## src/rtl/core/dtnp_pkg.sv

```systemverilog
// Shared types, constants and the fraction weight table of the decimal text parser.
`timescale 1ns / 1ps

package dtnp_pkg;

   // Character codes and limits.
   localparam logic [7:0] CHAR_ZERO = 8'h30;
   localparam logic [7:0] CHAR_NINE = 8'h39;
   localparam logic [7:0] SEPARATOR_RESET = 8'd46;
   localparam logic [31:0] DECIMAL_BASE = 32'd10;
   localparam logic [3:0] MAX_FRACTION_DIGITS = 4'd9;

   // Parse phases.
   typedef enum logic [1:0] {
      PH_SKIP,
      PH_INT,
      PH_FRAC,
      PH_STOP
   } phase_type;

   // One request: a character and its end-of-text flag.
   typedef struct packed {
      logic [7:0] char_code;
      logic       end_of_text;
   } req_type;

   // One result: the parsed number.
   typedef struct packed {
      logic [31:0] integer_value;
      logic [31:0] fraction_q32;
      logic [3:0]  fraction_count;
      logic        digit_seen;
   } rsp_type;

   // Parser state carried from character to character.
   typedef struct packed {
      phase_type   phase;
      logic [31:0] integer_acc;
      logic [31:0] fraction_acc;
      logic [3:0]  fraction_digit_count;
      logic        any_digit;
   } parse_state_type;

   // Weight of the k-th fraction digit (k counted from zero): round(2^32 / 10^(k+1)).
   function automatic logic [31:0] frac_weight(input logic [3:0] k);
      logic [31:0] w;
      case (k)
         4'd0:    w = 32'd429496730;
         4'd1:    w = 32'd42949673;
         4'd2:    w = 32'd4294967;
         4'd3:    w = 32'd429497;
         4'd4:    w = 32'd42950;
         4'd5:    w = 32'd4295;
         4'd6:    w = 32'd429;
         4'd7:    w = 32'd43;
         4'd8:    w = 32'd4;
         default: w = 32'd0;
      endcase
      return w;
   endfunction

   // State after reset and after every end of text.
   localparam parse_state_type STATE_CLEAR = '{
      phase: PH_SKIP,
      integer_acc: 32'd0,
      fraction_acc: 32'd0,
      fraction_digit_count: 4'd0,
      any_digit: 1'b0
   };

endpackage

```

## src/rtl/core/dtnp_step.sv

```systemverilog
// Per-character parse step: next parser state and the result for an end of text.
`timescale 1ns / 1ps

module dtnp_step
   import dtnp_pkg::*;
(
   input  req_type         req,
   input  logic [7:0]      separator,
   input  parse_state_type state_cur,
   output parse_state_type state_next,
   output rsp_type         rsp
);

   logic            is_digit;
   logic            is_sep;
   logic [3:0]      digit;
   logic [35:0]     frac_product;
   logic [36:0]     frac_sum;
   logic [31:0]     frac_sat;
   parse_state_type upd;

   // Classify the character.
   always_comb begin
      is_digit = req.char_code inside {[CHAR_ZERO:CHAR_NINE]};
      is_sep   = (req.char_code == separator);
      digit    = req.char_code[3:0];
   end

   // Fraction digit contribution, saturated at all ones.
   always_comb begin
      frac_product = {32'd0, digit} * {4'd0, frac_weight(state_cur.fraction_digit_count)};
      frac_sum     = {5'd0, state_cur.fraction_acc} + {1'b0, frac_product};
      frac_sat     = (frac_sum[36:32] != 5'd0) ? 32'hFFFF_FFFF : frac_sum[31:0];
   end

   // Phase transitions and accumulation.
   always_comb begin
      upd = state_cur;
      case (state_cur.phase)
         PH_SKIP: begin
            if (is_digit) begin
               if (is_sep) begin
                  upd.phase = PH_FRAC;
               end else begin
                  upd.phase       = PH_INT;
                  upd.integer_acc = {28'd0, digit};
                  upd.any_digit   = 1'b1;
               end
            end
         end
         PH_INT: begin
            if (is_sep) begin
               upd.phase = PH_FRAC;
            end else if (is_digit) begin
               upd.integer_acc = 32'(state_cur.integer_acc * DECIMAL_BASE) + {28'd0, digit};
               upd.any_digit   = 1'b1;
            end else begin
               upd.phase = PH_STOP;
            end
         end
         PH_FRAC: begin
            if (is_sep) begin
               // A repeated separator changes nothing.
            end else if (is_digit) begin
               if (state_cur.fraction_digit_count < MAX_FRACTION_DIGITS) begin
                  upd.fraction_acc         = frac_sat;
                  upd.fraction_digit_count = state_cur.fraction_digit_count + 4'd1;
               end
               upd.any_digit = 1'b1;
            end else begin
               upd.phase = PH_STOP;
            end
         end
         default: begin
            // Stopped: ignore everything until the end of text.
         end
      endcase
   end

   // Result from the updated state; the state clears after the last character.
   always_comb begin
      if (upd.any_digit) begin
         rsp.integer_value  = upd.integer_acc;
         rsp.fraction_q32   = upd.fraction_acc;
         rsp.fraction_count = upd.fraction_digit_count;
         rsp.digit_seen     = 1'b1;
      end else begin
         rsp = '0;
      end
      state_next = req.end_of_text ? STATE_CLEAR : upd;
   end

endmodule

```

## src/rtl/core/decimal_text_number_parser.sv

```systemverilog
// Top level of the decimal text parser: request register, parser state and result register.
`timescale 1ns / 1ps

// Parses an unsigned decimal number from a character stream, one character per request, and
// returns one result per string on the character flagged end_of_text: the integer part modulo
// 2^32, the fraction as unsigned Q0.32 (saturating, at most nine digits), the fraction digit
// count and a digit-seen flag. Throughput is one character per clock cycle, except that a last
// character stalls while an untaken result blocks the result register. Each character passes
// through a request register, combinational parse logic whose longest path is the
// constant-weight multiply-add of a fraction digit, and the result register. The user must
// write the separator register through the csr_ port only while no request is in flight; the
// block itself does not enforce this. The separator register resets to the period character.
module decimal_text_number_parser
   import dtnp_pkg::*;
(
   input  logic       clock,
   input  logic       reset,
   input  logic       req_valid,
   output logic       req_ready,
   input  req_type    req_data,
   output logic       rsp_valid,
   input  logic       rsp_ready,
   output rsp_type    rsp_data,
   input  logic       csr_write_enable,
   input  logic [7:0] csr_write_data
);

   logic            req_valid_ff;
   req_type         req_ff;
   logic            rsp_valid_ff;
   logic            rsp_valid_in;
   rsp_type         rsp_ff;
   parse_state_type state_ff;
   parse_state_type state_in;
   rsp_type         rsp_in;
   logic [7:0]      separator_ff;
   logic            advance;

   // The held request moves on unless it owes a result and the result register is blocked.
   assign advance   = req_valid_ff &&
                      (!req_ff.end_of_text || !rsp_valid_ff || rsp_ready);
   assign req_ready = !req_valid_ff || advance;

   // Parse step on the held request.
   dtnp_step u_step (
      .req        (req_ff),
      .separator  (separator_ff),
      .state_cur  (state_ff),
      .state_next (state_in),
      .rsp        (rsp_in)
   );

   // Result register valid: set by a finished string, cleared when taken.
   always_comb begin
      if (advance && req_ff.end_of_text) begin
         rsp_valid_in = 1'b1;
      end else if (rsp_ready) begin
         rsp_valid_in = 1'b0;
      end else begin
         rsp_valid_in = rsp_valid_ff;
      end
   end

   // Control state, parser state and separator register.
   always_ff @(posedge clock) begin
      if (reset) begin
         req_valid_ff <= 1'b0;
         rsp_valid_ff <= 1'b0;
         state_ff     <= STATE_CLEAR;
         separator_ff <= SEPARATOR_RESET;
      end else begin
         req_valid_ff <= req_valid || (req_valid_ff && !advance);
         rsp_valid_ff <= rsp_valid_in;
         if (advance) begin
            state_ff <= state_in;
         end
         if (csr_write_enable) begin
            separator_ff <= csr_write_data;
         end
      end
   end

   // Payload registers.
   always_ff @(posedge clock) begin
      if (req_valid && req_ready) begin
         req_ff <= req_data;
      end
      if (advance && req_ff.end_of_text) begin
         rsp_ff <= rsp_in;
      end
   end

   assign rsp_valid = rsp_valid_ff;
   assign rsp_data  = rsp_ff;

   // A result without digits carries all zeros.
   a_no_digit_zero : assert property (@(posedge clock) disable iff (reset)
      (rsp_valid_ff && !rsp_ff.digit_seen) |->
         (rsp_ff.integer_value == 32'd0 && rsp_ff.fraction_q32 == 32'd0 &&
          rsp_ff.fraction_count == 4'd0))
      else $error("result without digits has nonzero fields");

   // The fraction digit count never passes its limit.
   a_count_limit : assert property (@(posedge clock) disable iff (reset)
      (state_ff.fraction_digit_count <= MAX_FRACTION_DIGITS))
      else $error("fraction digit count beyond limit");

   // The parser state is clear after the end of a string.
   a_clear_after_end : assert property (@(posedge clock) disable iff (reset)
      (advance && req_ff.end_of_text) |=>
         (state_ff.phase == PH_SKIP && !state_ff.any_digit &&
          state_ff.fraction_digit_count == 4'd0))
      else $error("parser state not cleared after end of text");

   // A finished string never overwrites a result that has not been taken.
   a_no_overwrite : assert property (@(posedge clock) disable iff (reset)
      (advance && req_ff.end_of_text) |-> (!rsp_valid_ff || rsp_ready))
      else $error("result overwritten before it was taken");

endmodule

```

## config.mk

```make
export PLATFORM = sky130hd
export DESIGN_NAME = decimal_text_number_parser
export DESIGN_NICKNAME = d
export VERILOG_FILES = /design/src/rtl/core/dtnp_pkg.sv /design/src/rtl/core/dtnp_step.sv /design/src/rtl/core/decimal_text_number_parser.sv
export SDC_FILE = /design/constraint.sdc
export NUM_CORES = 1
export LEC_CHECK = 0
export BUFFER_PORTS_ARGS = -buffer_cell sky130_fd_sc_hd__buf_2
export CELL_PAD_IN_SITES_DETAIL_PLACEMENT = 0
export CELL_PAD_IN_SITES_GLOBAL_PLACEMENT = 1
export CORE_ASPECT_RATIO = 1.4
export CORE_MARGIN = 3
export CORE_UTILIZATION = 48
export CTS_CLUSTER_SIZE = 14
export DETAILED_ROUTE_END_ITERATION = 10
export GPL_TIMING_DRIVEN = 1
export PLACE_DENSITY = 0.93
export SKIP_CTS_REPAIR_TIMING = 1
export SLEW_MARGIN = 25
export SYNTH_ARGS = -nofsm -noshare
export SYNTH_HDL_FRONTEND = slang
export SYNTH_SLANG_ARGS = --single-unit
```

## constraint.sdc

```tcl
create_clock -name clock -period 10.2 [get_ports clock]
set_input_delay 1.02 -clock clock [delete_from_list [all_inputs] [get_ports clock]]
set_output_delay 1.02 -clock clock [all_outputs]
set_load 0.1 [all_outputs]
```

==> results.toml <==
[power_and_ir_drop]
swShare = 0.330
seq_power_share = 0.410
peakVddDrop_v = 0.000130
p_sw_mw = 0.615
p_per_area_mw_per_mm2 = 114
p_leak_nw = 7.10
clkPwrFrac = 0.392
intPower_mw = 1.25
combPwrFrac = 0.198

[sta]
period_minus_slack_ns = 6.18
slew_viol_final = 0
setup-tns-final_ns = 0
final.setup_skew_ns = 0.0195
hold_viol_final = 0
rsz0062_at_grt = "no"
tightest_slew_ns = 1.05
setup_violations = 0
min_period_over_period = 0.606
slew_headroom = 0.295
fmax_mhz = 162

[die]
dieArea_mm2 = 0.0334
io_pins = 93
fp.dieH_um = 215
placementRows = 75
start_util = 0.494
die-width_um = 155
core_area_mm2 = 0.0303

[worst_setup_path]
path_class = "register to register"
cp.required_ns = 10.42
end_kind = "register"
path_max_fanout = 38
critPathLaunchType = "register"
r2r_cells = 18
worstPathArrival_ns = 6.40

[final_layout]
seq_area_mm2 = 0.00436
nNetsFinal = 2007
drive_above_1_share = 0.0978
multi_input_area_mm2 = 0.00964
fillers = 2804
n_antenna_cell = 0
layout-area-overhead-vs-synth_pct = 9.34
final_cells = 2185

[clock_network]
clk_latency_ns = 0.47
cts_buffer_depth = 2
cts_htree_levels = 4
clockRootBuffer = "clkbuf_16"
numCtsBuffers = 17
path_clk_slew_ns = 0.09
cts_tree = "done"
cts.sinks = 179

[logic_synthesis]
syn_nets = 1967
postSynthCellCount = 1747
yosysWarningCount = 0
yosysMostFrequentCell = "nor2_1"
synthArstFlopShare = 0
synth_top_area_share = 0.156
ys_seq_area_frac = 0.292
synth_area_mm2 = 0.0150
yosysTopAreaCell = "edfxtp_1"
synthDistinctLibCells = 75
ys_ff_latch = 179
synth-main-ff-cell = "dfxtp_1"
synth_commonest_cells = "187 x nor2_1, 175 x inv_1, 120 x ha_1"
synth_edf_count = 78
syn_area_per_cell_um2 = 8.57
synthTopCellsByArea = "edfxtp_1 16%, dfxtp_1 14%, fa_1 10%"

[grt]
grt_use_total = 0.246
grt_max_degree = 58
grt_pass1_wl_mm = 66.2
grt_antenna_before_repair = 0
overflow = 0
first_global_vias = 12700

[worst_hold_path]
hp-class = "register to register"
min_path_cells = 2

[detailed_routing]
drc = 0
wirelength_mm = 41.1
routedWlPerCell_um = 18.8
drt-pass1-iter-count = 5
vias = 12900
vias_per_cell = 5.89
ant_nets = 0
drt-initial-drc-count = 714

[placement]
hpwl_mm = 32.0
placedCellCount = 2153
port-buffer-count = 92
gp_congestion = 0.903

[run_status]
outcome = "finished clean"

[flow_run]
maxCapViolations = 0
cell type report:
class	instances	share of cell area
Multi-Input combinational cell	1308	0.589
Sequential cell	179	0.267
Inverter	175	0.0402
Timing Repair Buffer	106	0.0346
Tap cell	385	0.0294
Clock buffer	17	0.0260
Clock inverter	15	0.0142
final timing paths:
check,from,slack [ns],to
hold / removal,state_ff[22],0.49,state_ff[22]
setup / recovery,req_ff[4],4.02,rsp_data[33]
hold reg to reg,state_ff[22],0.49,state_ff[22]
setup reg to reg,req_ff[4],4.02,rsp_data[33]
critical path, cell delays in order (launching register included):
cell	delay, ns
edfxtp_1	0.83
and2_1	0.25
fa_1	0.45
fa_1	0.54
inv_1	0.05
fa_1	0.49
inv_1	0.05
ha_1	0.40
a21oi_1	0.23
o21ai_0	0.18
a221oi_1	0.59
o211ai_1	0.28
o211a_1	0.30
nor3_1	0.27
buf_4	0.25
nor2_2	0.05
buf_4	0.27
or2_2	0.33
o211a_1	0.10
power groups by stage:
| stage | clock network, mW | registers, mW | logic [mW] |
|---|---|---|---|
| 3_5_place_dp | 0 | 0.780 | 0.362 |
| 4_1_cts | 0.742 | 0.764 | 0.365 |
| 6_report | 0.730 | 0.763 | 0.368 |
| 2_1_floorplan | 0 | 0.809 | 0.248 |
| 3_3_place_gp | 0 | 0.780 | 0.361 |
| 5_1_grt | 0.764 | 0.765 | 0.409 |
per-stage QoR:
step	worst slack [ns]	power (mW)	util	instance area, um^2	hold slack (ns)
6_report	4.02	1.86	0.540	16400	0.495
3_3_place_gp	4.20	1.14	0.518	15700	0.470
3_5_place_dp	4.03	1.14	0.518	15700	0.483
4_1_cts	4.00	1.87	0.539	16400	0.493
2_1_floorplan	4.97	1.06	-	15000	0.453
5_1_grt	3.54	1.94	0.540	16400	0.515
placed cells by master, fill, tap and decap left out, types with 10 or more instances in the layout:
| cell | count |
|---|---|
| edfxtp_1 | 78 |
| nor2b_1 | 12 |
| xor2_1 | 25 |
| o21bai_1 | 10 |
| o31ai_1 | 12 |
| fa_1 | 78 |
| o22ai_1 | 10 |
| buf_2 | 92 |
| nor4_1 | 10 |
| mux2i_1 | 12 |
| a21o_1 | 16 |
| clkbuf_16 | 17 |
| inv_1 | 173 |
| o21ai_0 | 108 |
| nand3_1 | 45 |
| a211oi_1 | 23 |
| ha_1 | 120 |
| nor2_1 | 183 |
| o211ai_1 | 21 |
| o21a_1 | 13 |
| or2_2 | 10 |
| buf_4 | 14 |
| nand4_1 | 20 |
| a31oi_1 | 12 |
| a21oi_1 | 106 |
| a22oi_1 | 21 |
| nand2b_1 | 12 |
| xnor2_1 | 42 |
| and2_1 | 89 |
| dfxtp_1 | 101 |
| nand2_1 | 119 |
| nor3_1 | 30 |
routing by layer:
layer	part of all wire	GRT usage	wire length, um	vias to the layer above
met4	0.045	0.117	1860	0
met1	0.40	0.293	16300	6202
met5	0	0	0	-
li1	-	-	-	6209
met3	0.040	0.0330	1650	104
met2	0.52	0.436	21300	364
logic make-up (layout without fill, tap and decap cells):
kind of cell               count (synthesis)  count (layout)  synth area share
DFF                                      179             179             0.292
and+or+nand+nor                          585             585             0.194
xor gates and xnor gates                  67              67            0.0392
muxes                                     12              12           0.00803
AOI/OAI and AO/OA                        446             446             0.195
buffers and inverters                    260             313            0.0668
adders and majority gates                198             198             0.205
Power figures use the tool's default switching activity.
